### config.mk
export PLATFORM = sky130hd
export DESIGN_NAME = tap_hold_double_tap_axis_lock
export DESIGN_NICKNAME = d
export VERILOG_FILES = /design/src/hdl/thdtal_pkg.sv /design/src/hdl/thdtal_key_fsm.sv /design/src/hdl/thdtal_motion_filter.sv /design/src/hdl/tap_hold_double_tap_axis_lock.sv
export SDC_FILE = /design/constraint.sdc
export NUM_CORES = 1
export LEC_CHECK = 0
export BUFFER_PORTS_ARGS = -buffer_cell sky130_fd_sc_hd__buf_4
export CELL_PAD_IN_SITES_DETAIL_PLACEMENT = 2
export CELL_PAD_IN_SITES_GLOBAL_PLACEMENT = 2
export CORE_MARGIN = 3
export CORE_UTILIZATION = 30
export DETAILED_ROUTE_END_ITERATION = 12
export GPL_ROUTABILITY_DRIVEN = 0
export HOLD_SLACK_MARGIN = 0.1
export PLACE_DENSITY = 0.85
export SYNTH_ARGS = -nofsm -noshare
export SYNTH_HDL_FRONTEND = slang
export SYNTH_SLANG_ARGS = --single-unit
### constraint.sdc
create_clock -name clk -period 3.9 [get_ports clk]
set_clock_uncertainty 0.1 [all_clocks]
set_input_delay 0.78 -clock clk [delete_from_list [all_inputs] [get_ports clk]]
set_output_delay 0.78 -clock clk [all_outputs]
set_load 0.02 [all_outputs]
### src/hdl/thdtal_pkg.sv
// ----------------------------------------------------------------------------
// thdtal_pkg
// Shared codes and types for the tap/hold/double-tap axis lock.
// ----------------------------------------------------------------------------
package thdtal_pkg;

  localparam logic [1:0] CMD_MOTION  = 2'd0;
  localparam logic [1:0] CMD_PRESS   = 2'd1;
  localparam logic [1:0] CMD_RELEASE = 2'd2;
  localparam logic [1:0] CMD_TICK    = 2'd3;

  localparam logic [1:0] AXIS_X = 2'd0;
  localparam logic [1:0] AXIS_Y = 2'd1;

  localparam logic [1:0] LOCK_Y_ONLY = 2'd0;
  localparam logic [1:0] LOCK_X_ONLY = 2'd1;
  localparam logic [1:0] LOCK_FREE   = 2'd2;

  localparam logic [15:0] TERM_RESET = 16'd200;

  // register index of tapping_term
  localparam logic REG_TAPPING_TERM = 1'b0;

  // lock status after an item's update
  typedef struct packed {
    logic base_horizontal;
    logic momentary_swap;
    logic both_unlocked;
  } lock_stat_t;

endpackage

### src/hdl/thdtal_key_fsm.sv
// ----------------------------------------------------------------------------
// thdtal_key_fsm
// Tap/hold/double-tap detector with hold and tap countdown timers.
// ----------------------------------------------------------------------------
module thdtal_key_fsm #(
  parameter int TIMER_BITS = 16
) (
  input  logic                     clk,
  input  logic                     rst_n,
  input  logic                     en,
  input  logic [1:0]               cmd,
  input  logic [15:0]              term,
  output thdtal_pkg::lock_stat_t   stat_nxt
);
  import thdtal_pkg::*;

  localparam logic [32:0] TMAX = (33'd1 << TIMER_BITS) - 33'd1;

  logic                  base_horizontal_r, base_horizontal_nxt;
  logic                  momentary_swap_r, momentary_swap_nxt;
  logic                  both_unlocked_r, both_unlocked_nxt;
  logic                  key_held_r, key_held_nxt;
  logic                  hold_decided_r, hold_decided_nxt;
  logic                  tap_pending_r, tap_pending_nxt;
  logic                  double_press_r, double_press_nxt;
  logic [TIMER_BITS-1:0] hold_timer_r, hold_timer_nxt;
  logic [TIMER_BITS-1:0] tap_timer_r, tap_timer_nxt;
  logic [TIMER_BITS-1:0] load;

  // saturate to the timer width, a zero term loads as one
  always_comb begin
    if (33'(term) > TMAX) begin
      load = '1;
    end else if (term == 16'd0) begin
      load = TIMER_BITS'(1);
    end else begin
      load = TIMER_BITS'(term);
    end
  end

  always_comb begin
    base_horizontal_nxt = base_horizontal_r;
    momentary_swap_nxt  = momentary_swap_r;
    both_unlocked_nxt   = both_unlocked_r;
    key_held_nxt        = key_held_r;
    hold_decided_nxt    = hold_decided_r;
    tap_pending_nxt     = tap_pending_r;
    double_press_nxt    = double_press_r;
    hold_timer_nxt      = hold_timer_r;
    tap_timer_nxt       = tap_timer_r;
    unique case (cmd)
      CMD_PRESS: begin
        key_held_nxt     = 1'b1;
        hold_decided_nxt = 1'b0;
        if (tap_pending_r) begin
          tap_timer_nxt    = '0;
          tap_pending_nxt  = 1'b0;
          double_press_nxt = 1'b1;
        end else begin
          double_press_nxt = 1'b0;
          hold_timer_nxt   = load;
        end
      end
      CMD_RELEASE: begin
        hold_timer_nxt = '0;
        key_held_nxt   = 1'b0;
        if (double_press_r) begin
          double_press_nxt   = 1'b0;
          hold_decided_nxt   = 1'b0;
          both_unlocked_nxt  = 1'b1;
          momentary_swap_nxt = 1'b0;
        end else if (hold_decided_r) begin
          momentary_swap_nxt = 1'b0;
          hold_decided_nxt   = 1'b0;
        end else begin
          tap_pending_nxt = 1'b1;
          tap_timer_nxt   = load;
        end
      end
      CMD_TICK: begin
        // hold timer resolves first, it may cancel the pending tap
        if (hold_timer_r != '0) begin
          hold_timer_nxt = hold_timer_r - TIMER_BITS'(1);
          if (hold_timer_nxt == '0 && key_held_r && !hold_decided_r && !double_press_r) begin
            hold_decided_nxt   = 1'b1;
            tap_pending_nxt    = 1'b0;
            momentary_swap_nxt = 1'b1;
          end
        end
        if (tap_timer_r != '0) begin
          tap_timer_nxt = tap_timer_r - TIMER_BITS'(1);
          if (tap_timer_nxt == '0 && tap_pending_nxt) begin
            tap_pending_nxt = 1'b0;
            if (both_unlocked_r) begin
              both_unlocked_nxt = 1'b0;
            end else begin
              base_horizontal_nxt = !base_horizontal_r;
            end
          end
        end
      end
      CMD_MOTION: begin
      end
    endcase
  end

  always_ff @(posedge clk) begin
    if (!rst_n) begin
      base_horizontal_r <= 1'b0;
      momentary_swap_r  <= 1'b0;
      both_unlocked_r   <= 1'b0;
      key_held_r        <= 1'b0;
      hold_decided_r    <= 1'b0;
      tap_pending_r     <= 1'b0;
      double_press_r    <= 1'b0;
      hold_timer_r      <= '0;
      tap_timer_r       <= '0;
    end else if (en) begin
      base_horizontal_r <= base_horizontal_nxt;
      momentary_swap_r  <= momentary_swap_nxt;
      both_unlocked_r   <= both_unlocked_nxt;
      key_held_r        <= key_held_nxt;
      hold_decided_r    <= hold_decided_nxt;
      tap_pending_r     <= tap_pending_nxt;
      double_press_r    <= double_press_nxt;
      hold_timer_r      <= hold_timer_nxt;
      tap_timer_r       <= tap_timer_nxt;
    end
  end

  assign stat_nxt.base_horizontal = base_horizontal_nxt;
  assign stat_nxt.momentary_swap  = momentary_swap_nxt;
  assign stat_nxt.both_unlocked   = both_unlocked_nxt;

endmodule

### src/hdl/thdtal_motion_filter.sv
// ----------------------------------------------------------------------------
// thdtal_motion_filter
// Zeroes relative motion on the blocked axis and all non-motion items, and forms the lock status.
// ----------------------------------------------------------------------------
module thdtal_motion_filter (
  input  logic                   [1:0]  cmd,
  input  logic                          is_relative,
  input  logic                   [1:0]  axis,
  input  logic signed            [15:0] move_value,
  input  logic                          sync_in,
  input  thdtal_pkg::lock_stat_t        stat,
  output logic signed            [15:0] value_out,
  output logic                          sync_out,
  output logic                   [1:0]  lock_mode,
  output logic                          hold_active
);
  import thdtal_pkg::*;

  logic horiz;
  logic free;
  logic blocked;

  assign horiz = stat.momentary_swap ^ stat.base_horizontal;
  assign free  = stat.both_unlocked && !stat.momentary_swap;

  always_comb begin
    blocked = 1'b0;
    if (is_relative && !free) begin
      blocked = horiz ? (axis == AXIS_Y) : (axis == AXIS_X);
    end
  end

  always_comb begin
    if (cmd != CMD_MOTION || blocked) begin
      value_out = '0;
      sync_out  = 1'b0;
    end else begin
      value_out = move_value;
      sync_out  = sync_in;
    end
  end

  assign lock_mode   = free ? LOCK_FREE : (horiz ? LOCK_X_ONLY : LOCK_Y_ONLY);
  assign hold_active = stat.momentary_swap;

endmodule

### src/hdl/tap_hold_double_tap_axis_lock.sv
// ----------------------------------------------------------------------------
// tap_hold_double_tap_axis_lock
// Axis lock for relative motion, steered by a tap/hold/double-tap key.
// ----------------------------------------------------------------------------
// One item is accepted per cycle while in_stall is low, and its result appears in the output
// register in the following cycle; the key detector and its two timers update in
// the cycle of acceptance, so consecutive items need no gap. Input stall
// follows output stall only while a result is waiting. tapping_term sits at
// byte address 0 of the register port and resets to 200 ticks.
module tap_hold_double_tap_axis_lock #(
  parameter int TIMER_BITS = 16
) (
  input  logic               clk,
  input  logic               rst_n,
  input  logic               in_valid,
  output logic               in_stall,
  input  logic [1:0]         in_command,
  input  logic               in_is_relative,
  input  logic [1:0]         in_axis,
  input  logic signed [15:0] in_move_value,
  input  logic               in_sync_in,
  output logic               out_valid,
  input  logic               out_stall,
  output logic signed [15:0] out_value_out,
  output logic               out_sync_out,
  output logic [1:0]         out_lock_mode,
  output logic               out_hold_active,
  input  logic               psel,
  input  logic               penable,
  input  logic               pwrite,
  input  logic [2:0]         paddr,
  input  logic [31:0]        pwdata,
  output logic [31:0]        prdata,
  output logic               pready
);
  import thdtal_pkg::*;

  logic               accept;
  logic [15:0]        term_r;
  lock_stat_t         stat_nxt;
  logic signed [15:0] value_c;
  logic               sync_c;
  logic [1:0]         lock_c;
  logic               hold_c;
  logic               out_valid_r;
  logic signed [15:0] value_r;
  logic               sync_r;
  logic [1:0]         lock_r;
  logic               hold_r;

  assign pready = 1'b1;
  assign prdata = (paddr[2] == REG_TAPPING_TERM) ? {16'd0, term_r} : 32'd0;

  always_ff @(posedge clk) begin
    if (!rst_n) begin
      term_r <= TERM_RESET;
    end else if (psel && penable && pwrite && paddr[2] == REG_TAPPING_TERM) begin
      term_r <= pwdata[15:0];
    end
  end

  assign in_stall = out_valid_r && out_stall;
  assign accept   = in_valid && !in_stall;

  thdtal_key_fsm #(
    .TIMER_BITS(TIMER_BITS)
  ) u_key (
    .clk      (clk),
    .rst_n    (rst_n),
    .en       (accept),
    .cmd      (in_command),
    .term     (term_r),
    .stat_nxt (stat_nxt)
  );

  thdtal_motion_filter u_filt (
    .cmd         (in_command),
    .is_relative (in_is_relative),
    .axis        (in_axis),
    .move_value  (in_move_value),
    .sync_in     (in_sync_in),
    .stat        (stat_nxt),
    .value_out   (value_c),
    .sync_out    (sync_c),
    .lock_mode   (lock_c),
    .hold_active (hold_c)
  );

  always_ff @(posedge clk) begin
    if (!rst_n) begin
      out_valid_r <= 1'b0;
    end else if (accept) begin
      out_valid_r <= 1'b1;
    end else if (!out_stall) begin
      out_valid_r <= 1'b0;
    end
  end

  always_ff @(posedge clk) begin
    if (accept) begin
      value_r <= value_c;
      sync_r  <= sync_c;
      lock_r  <= lock_c;
      hold_r  <= hold_c;
    end
  end

  assign out_valid       = out_valid_r;
  assign out_value_out   = value_r;
  assign out_sync_out    = sync_r;
  assign out_lock_mode   = lock_r;
  assign out_hold_active = hold_r;

endmodule

==> flow_summary.toml, run 1 <==
[yosys]
yosys_warnings = 0
ys.flop_type = "dfxtp_1"
synth.top_cells.by_area = "dfxtp_1 (24%), edfxtp_1 (13%), nand2_1 (7.4%)"
synthesis.area_sq_um = 4620
synth-seq-area-share_pct = 37.3
synth.most_common_cell = "nand2_1"
async_flop_share_pct = 0
yosysUniqueCellTypes = 64
synth.largest_area_cell = "dfxtp_1"
synth_cells = 568
synth_edf_count = 20
synth.ff_latch_count = 76
avgSynthCellArea_sq_um = 8.14
synth_top_area_share_pct = 24.3
ys_top_cells_by_count = "nand2_1 (91), dfxtp_1 (56), nor2_1 (54)"

[power]
vdd_drop_max_mv = 0.203
power.leakage_nw = 2.17
p_per_area_nw_per_um2 = 431

[finish]
fillers = 1663
final_cells = 821
antennaDiodeCount = 0
area_delta_synth_final_pct = 21.8
layout-drive-gt1-share_pct = 21.4
fin_area_sq_um = 5630
final_nets = 705

[global_route]
grt-ovfl-total = 0
grt_use_total_pct = 20.1
grt_pass1_wl_mm = 26.7
grt_pass1_vias = 4854
antenna_found_initial = 0
grt_max_degree = 49

[setup_path]
arrival_ps = 3720
crit_fanout = 17
regToRegSetupSlack_ps = 260
critPathCaptureType = "register"
rr_worst_depth = 10
startpoint = "u_key.tap_timer_r[0]"
r2r_end = "out_value_out[0]"
critPathKind = "register to register"
cp-start-kind = "register"
timing.rr.start = "u_key.tap_timer_r[0]"
cp_data_required_time_ps = 3990

[sta]
tns_ps = 0
worst_slew_pin_slew_ps = 961
rsz0062_at_grt = "false"
setup_viol = 0
period_needed_ps = 3640
final.setup.worst_slack_ps = 265
whs_ps = 382
fin_crit_sh_pct = 93.2
maxSlewHeadroom_pct = 35.8
hold_violations = 0
max_freq_mhz = 275
drv_slew = 0

[clock_tree]
cts_root_buf = "clkbuf_16"
cts_tree = "yes"
cts.sinks = 76
clk_latency_ps = 350
path_clk_slew_ps = 60
htree_levels = 3
cts_buffers = 9
cts_buffer_depth = 2

[drt]
initialDrtViolationCount = 241
ant_nets = 0
wire_per_inst_microns = 20.2
drt_first_pass_iters = 4
drc = 0
vias = 4534
avgViaCountPerCell = 5.52
postRouteWirelength_mm = 16.6

[flow_run]
drv_cap = 0

[die]
dieHeight_microns = 130
io_pins = 119
coreArea_sq_um = 14800
start_util_pct = 31.2
die-area_sq_um = 16900
die-width_microns = 130
row_count = 44

[place]
placed_area_sq_um = 5300
dp.cells = 805
dp_hpwl_mm = 11.8
portBuffers = 83
preCtsSetupSlack_ps = 164

[hold_path]
min_to = "term_r[0]"
hp-class = "register to register"
min_from = "term_r[0]"
min_path_cells = 2

[run_status]
status = "finished clean"
state kept, by name, indices dropped and copies added, names as in the netlist:
name                     count
out_hold_active              1
out_lock_mode                2
out_sync_out                 1
out_valid                    1
out_value_out               16
term_r                      16
u_key.base_horizontal_r      1
u_key.both_unlocked_r        1
u_key.double_press_r         1
u_key.hold_decided_r         1
u_key.hold_timer_r          16
u_key.key_held_r             1
u_key.momentary_swap_r       1
u_key.tap_pending_r          1
u_key.tap_timer_r           16
stage by stage:
stage | power (W) | util (%)
after CTS | 0.00244 | 37.9
after global routing | 0.00255 | 38.0
final | 0.00243 | 38.0
after floorplan | 0.00134 | -
after global placement | 0.00149 | 35.8
after detailed placement | 0.00152 | 35.8
repair_timing:
action	in CTS	in global routing
resized for setup	0	2
hold buffers	0	0
setup buffers	0	0
setup endpoints to repair	0	17
cells by family (layout without fill, tap and decap cells):
kind of cell / count (synthesis) / count (layout) / share of synthesized area, %
muxes: 5 / 5 / 1.22
and+or+nand+nor: 262 / 262 / 28.5
xor gates and xnor gates: 17 / 17 / 3.57
AOI/OAI and AO/OA: 125 / 125 / 18.7
DFF: 76 / 76 / 37.3
buffers and inverters: 72 / 126 / 8.07
adders and majority gates: 9 / 9 / 2.44
other: 2 / 17 / 0.163
critical path, stage by stage (launching register included):
cell       delay (ps)
dfxtp_1           370
inv_1             120
ha_1              200
or4b_4            530
or4_1             480
xnor2_1           190
nor4b_4           340
o2111ai_2         230
xor3_2            270
mux2_4            430
a21oi_1           220
report_power, final:
part / leakage, nW / switching, W / internal [W] / total, W
combinational: 1.37 / 0.000358 / 0.000240 / 0.000598
sequential: 0.657 / 0.0000648 / 0.000856 / 0.000921
clock: 0.149 / 0.000346 / 0.000560 / 0.000906
total: 2.17 / 0.000768 / 0.00166 / 0.00243
metal layers:
layer	global-route usage, %	wire [microns]	share of wire, %
met1	24.9	7060	43
met2	35.3	8380	50
met3	4.79	982	5.9
met4	4.89	187	1.1
met5	0	0	0
cell usage in the layout (no fill, tap or decap), types with 3 or more instances in the layout:
| master | count |
|---|---|
| inv_1 | 15 |
| or3_1 | 7 |
| nand2_1 | 91 |
| dfxtp_1 | 56 |
| o211ai_1 | 4 |
| edfxtp_1 | 20 |
| nor3_1 | 27 |
| and2_1 | 4 |
| a21oi_2 | 10 |
| o21ai_0 | 27 |
| xnor2_1 | 16 |
| nor4b_1 | 3 |
| nor2_1 | 54 |
| a221oi_1 | 13 |
| clkbuf_16 | 9 |
| nand4_1 | 5 |
| and3_1 | 4 |
| a32oi_1 | 3 |
| nor4b_2 | 3 |
| conb_1 | 17 |
| a31oi_1 | 9 |
| buf_4 | 94 |
| a222oi_1 | 5 |
| a21oi_1 | 28 |
| nor3b_1 | 5 |
| nor2b_1 | 17 |
| ha_1 | 9 |
| mux2i_1 | 3 |
| a211oi_1 | 5 |
| nor4_1 | 10 |
| nand2b_1 | 5 |
| nand3_1 | 15 |
how the worst max path moves through the flow:
stage,to,slack (ps),cells past startpoint
6_report,out_value_out[0],260,10
4_1_cts,out_value_out[0],90,10
3_3_place_gp,out_value_out[6],350,10
3_5_place_dp,out_value_out[0],160,10
2_1_floorplan,out_sync_out,440,12
5_1_grt,out_value_out[0],10,10
layout make-up:
type / count / area (sq um) / area share (%)
clock buffers: 10 / 229 / 4.07
inverters: 16 / 60.1 / 1.07
well taps: 184 / 230 / 4.09
multi-input cells: 435 / 2590 / 46.1
clock inverters: 6 / 88.8 / 1.58
flip-flops and latches: 76 / 1720 / 30.6
repair buffers: 94 / 706 / 12.5
Note: power is estimated with default switching activity, not from simulation.
==> run 2, diff against run 1 <==
--- a/config.mk
+++ b/config.mk
@@ -10,6 +10,7 @@
 export CELL_PAD_IN_SITES_GLOBAL_PLACEMENT = 2
 export CORE_MARGIN = 3
 export CORE_UTILIZATION = 30
+export CTS_BUF_LIST = sky130_fd_sc_hd__clkbuf_16
 export DETAILED_ROUTE_END_ITERATION = 12
 export GPL_ROUTABILITY_DRIVEN = 0
 export HOLD_SLACK_MARGIN = 0.1
==> flow_summary.toml, run 2 (synthesis results as in run 1) <==
[die]
die-width_microns = 130
coreArea_sq_um = 14800
io_pins = 119
dieHeight_microns = 130
row_count = 44
start_util_pct = 31.2
die-area_sq_um = 16900

[sta]
hold_violations = 0
tns_ps = 0
period_needed_ps = 3630
drv_slew = 0
fin_crit_sh_pct = 93.2
worst_slew_pin_slew_ps = 959
final.setup.worst_slack_ps = 266
whs_ps = 381
setup_viol = 0
maxSlewHeadroom_pct = 36.0
rsz0062_at_grt = "false"
max_freq_mhz = 275

[clock_tree]
cts_tree = "yes"
cts.sinks = 76
ctsHoldBuffers = 0
path_clk_slew_ps = 60
htree_levels = 3
cts_root_buf = "clkbuf_16"
clk_latency_ps = 350
cts_buffers = 9
cts_buffer_depth = 2

[setup_path]
critPathKind = "register to register"
critPathCaptureType = "register"
critical_path.cell_chain = "inv_1 -> ha_1 -> or4b_4 -> or4_1 -> xnor2_1 -> nor4b_4 -> o2111ai_2 -> xor3_2 -> mux2_4 -> a21oi_1"
rr_worst_depth = 10
slowest_stage = "or4b_4"
cp_data_required_time_ps = 3990
regToRegSetupSlack_ps = 270
crit_fanout = 17
r2r_end = "out_value_out[0]"
cp_top_family = "simple AND/OR/NAND/NOR gates"
arrival_ps = 3720
path_buf_inv = 1
timing.rr.start = "u_key.tap_timer_r[0]"
crit_path_max_incr_delay_ps = 530
cp-start-kind = "register"

[finish]
fillers = 1663
final_nets = 705
regArea_sq_um = 1720
layout-drive-gt1-share_pct = 21.4
multiInputGateArea_sq_um = 2590
layout_commonest_cell = "buf_4"
final_cell_mix = "buf_4 (94), nand2_1 (91), dfxtp_1 (56)"
antennaDiodeCount = 0
area_delta_synth_final_pct = 21.8

[hold_path]
min_to = "term_r[0]"
hp-class = "register to register"
min_path_cells = 2
min_from = "term_r[0]"

[flow_run]
drv_cap = 0

[global_route]
grt-ovfl-total = 0
antenna_found_initial = 0
grt_pass1_wl_mm = 26.7
grt_use_total_pct = 20.1
grt_pass1_vias = 4854
grt_max_degree = 49

[drt]
wire_per_inst_microns = 20.3
initialDrtViolationCount = 241
drt_first_pass_iters = 4
drc = 0
avgViaCountPerCell = 5.52
postRouteWirelength_mm = 16.6
vias = 4535
ant_nets = 0

[place]
dp_hpwl_mm = 11.8
preCtsSetupSlack_ps = 164
portBuffers = 83

[power]
p_per_area_nw_per_um2 = 430
power.leakage_nw = 2.18
vdd_drop_max_mv = 0.202

[run_status]
status = "finished clean"
run 2: worst max path at each step:
stage | end | from | cells after the start
finish | out_value_out[0] | u_key.tap_timer_r[0] | 10
CTS | out_value_out[0] | u_key.tap_timer_r[0] | 10
floorplan | out_sync_out | u_key.tap_timer_r[0] | 12
global route | out_value_out[0] | u_key.tap_timer_r[0] | 10
detailed placement | out_value_out[0] | u_key.tap_timer_r[0] | 10
global placement | out_value_out[6] | u_key.tap_timer_r[0] | 10
run 2: report_power, final:
part	internal, W	leakage [nW]	total, W	switching, W
clock	0.000558	0.153	0.000904	0.000347
sequential	0.000856	0.657	0.000921	0.0000649
combinational	0.000240	1.37	0.000598	0.000357
total	0.00165	2.18	0.00242	0.000769
run 2: repair_timing:
item / 4_1_cts / 5_1_grt
setup buffers: 0 / 0
endpoints found under the setup margin: 0 / 17
gates resized for setup: 0 / 2
hold endpoints to repair: 0 / 0
run 2: tightest hold or removal path, stage by stage, from the launching register on:
cell and delay [ps]:
dfxtp_1 320, nand2_1 60, a21oi_1 50
run 2: per-stage QoR:
stage	area [sq um]	cells	util, %	power (W)
3_3_place_gp	5300	805	35.8	0.00149
2_1_floorplan	4680	583	-	0.00134
6_report	5630	821	38.0	0.00242
3_5_place_dp	5300	805	35.8	0.00152
5_1_grt	5630	821	38.0	0.00255
4_1_cts	5620	821	37.9	0.00244
run 2: routing by layer:
layer	track usage, %	up-vias	wire length [microns]
li1	-	2123	-
met3	4.79	14	943
met2	35.3	129	8340
met4	4.89	0	187
met1	24.9	2269	7170
met5	0	-	0
run 2: cell type report:
| type | instances | share of cell area (%) |
|---|---|---|
| well taps | 184 | 4.09 |
| clock buffers | 9 | 4.00 |
| clock inverters | 7 | 1.64 |
| flip-flops and latches | 76 | 30.6 |
| multi-input cells | 435 | 46.1 |
| inverters | 16 | 1.07 |
| repair buffers | 94 | 12.5 |
==> run 3, diff against run 2 <==
--- a/config.mk
+++ b/config.mk
@@ -8,6 +8,7 @@
 export BUFFER_PORTS_ARGS = -buffer_cell sky130_fd_sc_hd__buf_4
 export CELL_PAD_IN_SITES_DETAIL_PLACEMENT = 2
 export CELL_PAD_IN_SITES_GLOBAL_PLACEMENT = 2
+export CORE_ASPECT_RATIO = 1.4
 export CORE_MARGIN = 3
 export CORE_UTILIZATION = 30
 export CTS_BUF_LIST = sky130_fd_sc_hd__clkbuf_16
==> flow_summary.toml, run 3 (synthesis results as in run 1) <==
[clock_tree]
htree_levels = 3
cts_tree = "yes"
cts_buffers = 9
cts_buffer_depth = 2
path_clk_slew_ps = 60
cts.sinks = 76
clk_latency_ps = 340
ctsHoldBuffers = 0
cts_root_buf = "clkbuf_16"

[sta]
tns_ps = 0
max_freq_mhz = 273
hold_violations = 0
maxSlewHeadroom_pct = 48.9
whs_ps = 402
rsz0062_at_grt = "false"
period_needed_ps = 3660
worst_slew_pin_slew_ps = 761
fin_crit_sh_pct = 93.8
drv_slew = 0
setup_viol = 0

[die]
die-width_microns = 111
row_count = 53
io_pins = 119
die-area_sq_um = 16900
start_util_pct = 30.7
dieHeight_microns = 153
coreArea_sq_um = 15100

[setup_path]
path_buf_inv = 1
critPathCaptureType = "register"
critPathKind = "register to register"
cp_top_family = "simple AND/OR/NAND/NOR gates"
crit_fanout = 17
crit_path_max_incr_delay_ps = 510
cp-start-kind = "register"
cp_data_required_time_ps = 3980
arrival_ps = 3740
critical_path.cell_chain = "inv_1 -> ha_1 -> or4b_4 -> or4_1 -> xnor2_1 -> nor4b_2 -> o2111ai_2 -> xor3_2 -> mux2_4 -> a21oi_1"
slowest_stage = "or4b_4"

[finish]
fillers = 1734
final_util_pct = 37.4
regArea_sq_um = 1720
final_nets = 705
final_cell_mix = "buf_4 (94), nand2_1 (91), dfxtp_1 (56)"
layout-drive-gt1-share_pct = 21.0
antennaDiodeCount = 0
multiInputGateArea_sq_um = 2580
layout_commonest_cell = "buf_4"
fin_area_sq_um = 5620
area_delta_synth_final_pct = 21.7

[place]
portBuffers = 83
placed_area_sq_um = 5310
dp_hpwl_mm = 12.0

[drt]
postRouteWirelength_mm = 16.3
wire_per_inst_microns = 19.7
drc = 0
vias = 4530
drt_first_pass_iters = 4
ant_nets = 0
initialDrtViolationCount = 252
avgViaCountPerCell = 5.46

[global_route]
grt_use_total_pct = 19.2
antenna_found_initial = 0
grt_pass1_vias = 4934
grt-ovfl-total = 0
grt_pass1_wl_mm = 26.6
grt_max_degree = 49

[power]
internal_power_w = 0.00165
power.leakage_nw = 2.18
sw_frac_of_total_pct = 31.4
power.share.clock_pct = 37.0
power_frac_comb_pct = 24.8
seqPwrFrac_pct = 38.3
p_per_area_nw_per_um2 = 427
power.switching_w = 0.000753
vdd_drop_max_mv = 0.176

[hold_path]
hp-class = "register to register"

[flow_run]
drv_cap = 0

[run_status]
status = "finished clean"
-- run 3: cell types whose count changed in the layout (fill, tap and decap cells not counted), sizes merged --
cell / before / now
clkinvlp: 2 / 0
inv: 17 / 19
-- run 3: through the flow --
stage | setup WS (ps) | cells | total power, W
5_1_grt | 8.27 | 829 | 0.00252
4_1_cts | 195 | 829 | 0.00241
6_report | 240 | 829 | 0.00240
3_3_place_gp | 425 | 813 | 0.00149
3_5_place_dp | 247 | 813 | 0.00152
2_1_floorplan | 439 | 583 | 0.00134
-- run 3: per-layer routing --
metal / share of wire [%] / routed length, microns / global-route usage (%)
met1: 39 / 6350 / 22.0
met2: 53 / 8660 / 35.5
met3: 5.5 / 891 / 3.29
met4: 2.4 / 386 / 6.51
met5: 0 / 0 / 0
-- run 3: worst paths after layout --
| kind | startpoint | endpoint | slack [ps] | depth (start not counted) |
|---|---|---|---|---|
| worst max-delay path | u_key.tap_timer_r[0] | out_value_out[2] | 240 | 10 |
| worst min-delay path | u_key.momentary_swap_r | u_key.momentary_swap_r | 400 | 2 |
| worst max register to register | u_key.tap_timer_r[0] | out_value_out[2] | 240 | 10 |
| worst min register to register | u_key.momentary_swap_r | u_key.momentary_swap_r | 400 | 2 |
-- run 3: worst reg2reg max path, stage by stage, from the launching register on --
cell and delay [ps]:
dfxtp_1 360, inv_1 120, ha_1 170, or4b_4 510, or4_1 490, xnor2_1 180, nor4b_2 420, o2111ai_2 240
xor3_2 280, mux2_4 430, a21oi_1 210
-- run 3: final cells by class --
type	instances	share of cell area (%)
Multi-Input combinational cell	435	46.0
Sequential cell	76	30.6
Timing Repair Buffer	94	12.6
Tap cell	192	4.27
Clock buffer	9	4.01
Clock inverter	7	1.51
Inverter	16	1.07
-- run 3: repair_timing --
| action | 4_1_cts | 5_1_grt |
|---|---|---|
| setup buffers | 0 | 0 |
| gates resized for setup | 0 | 1 |
| setup endpoints to repair | 0 | 2 |
-- run 3: power groups by stage --
stage	registers [W]	clock network [W]	logic, W
detailed placement	0.000935	0	0.000586
global placement	0.000929	0	0.000557
finish	0.000919	0.000887	0.000594
CTS	0.000918	0.000899	0.000597
global route	0.000927	0.000934	0.000655
floorplan	0.000923	0	0.000414
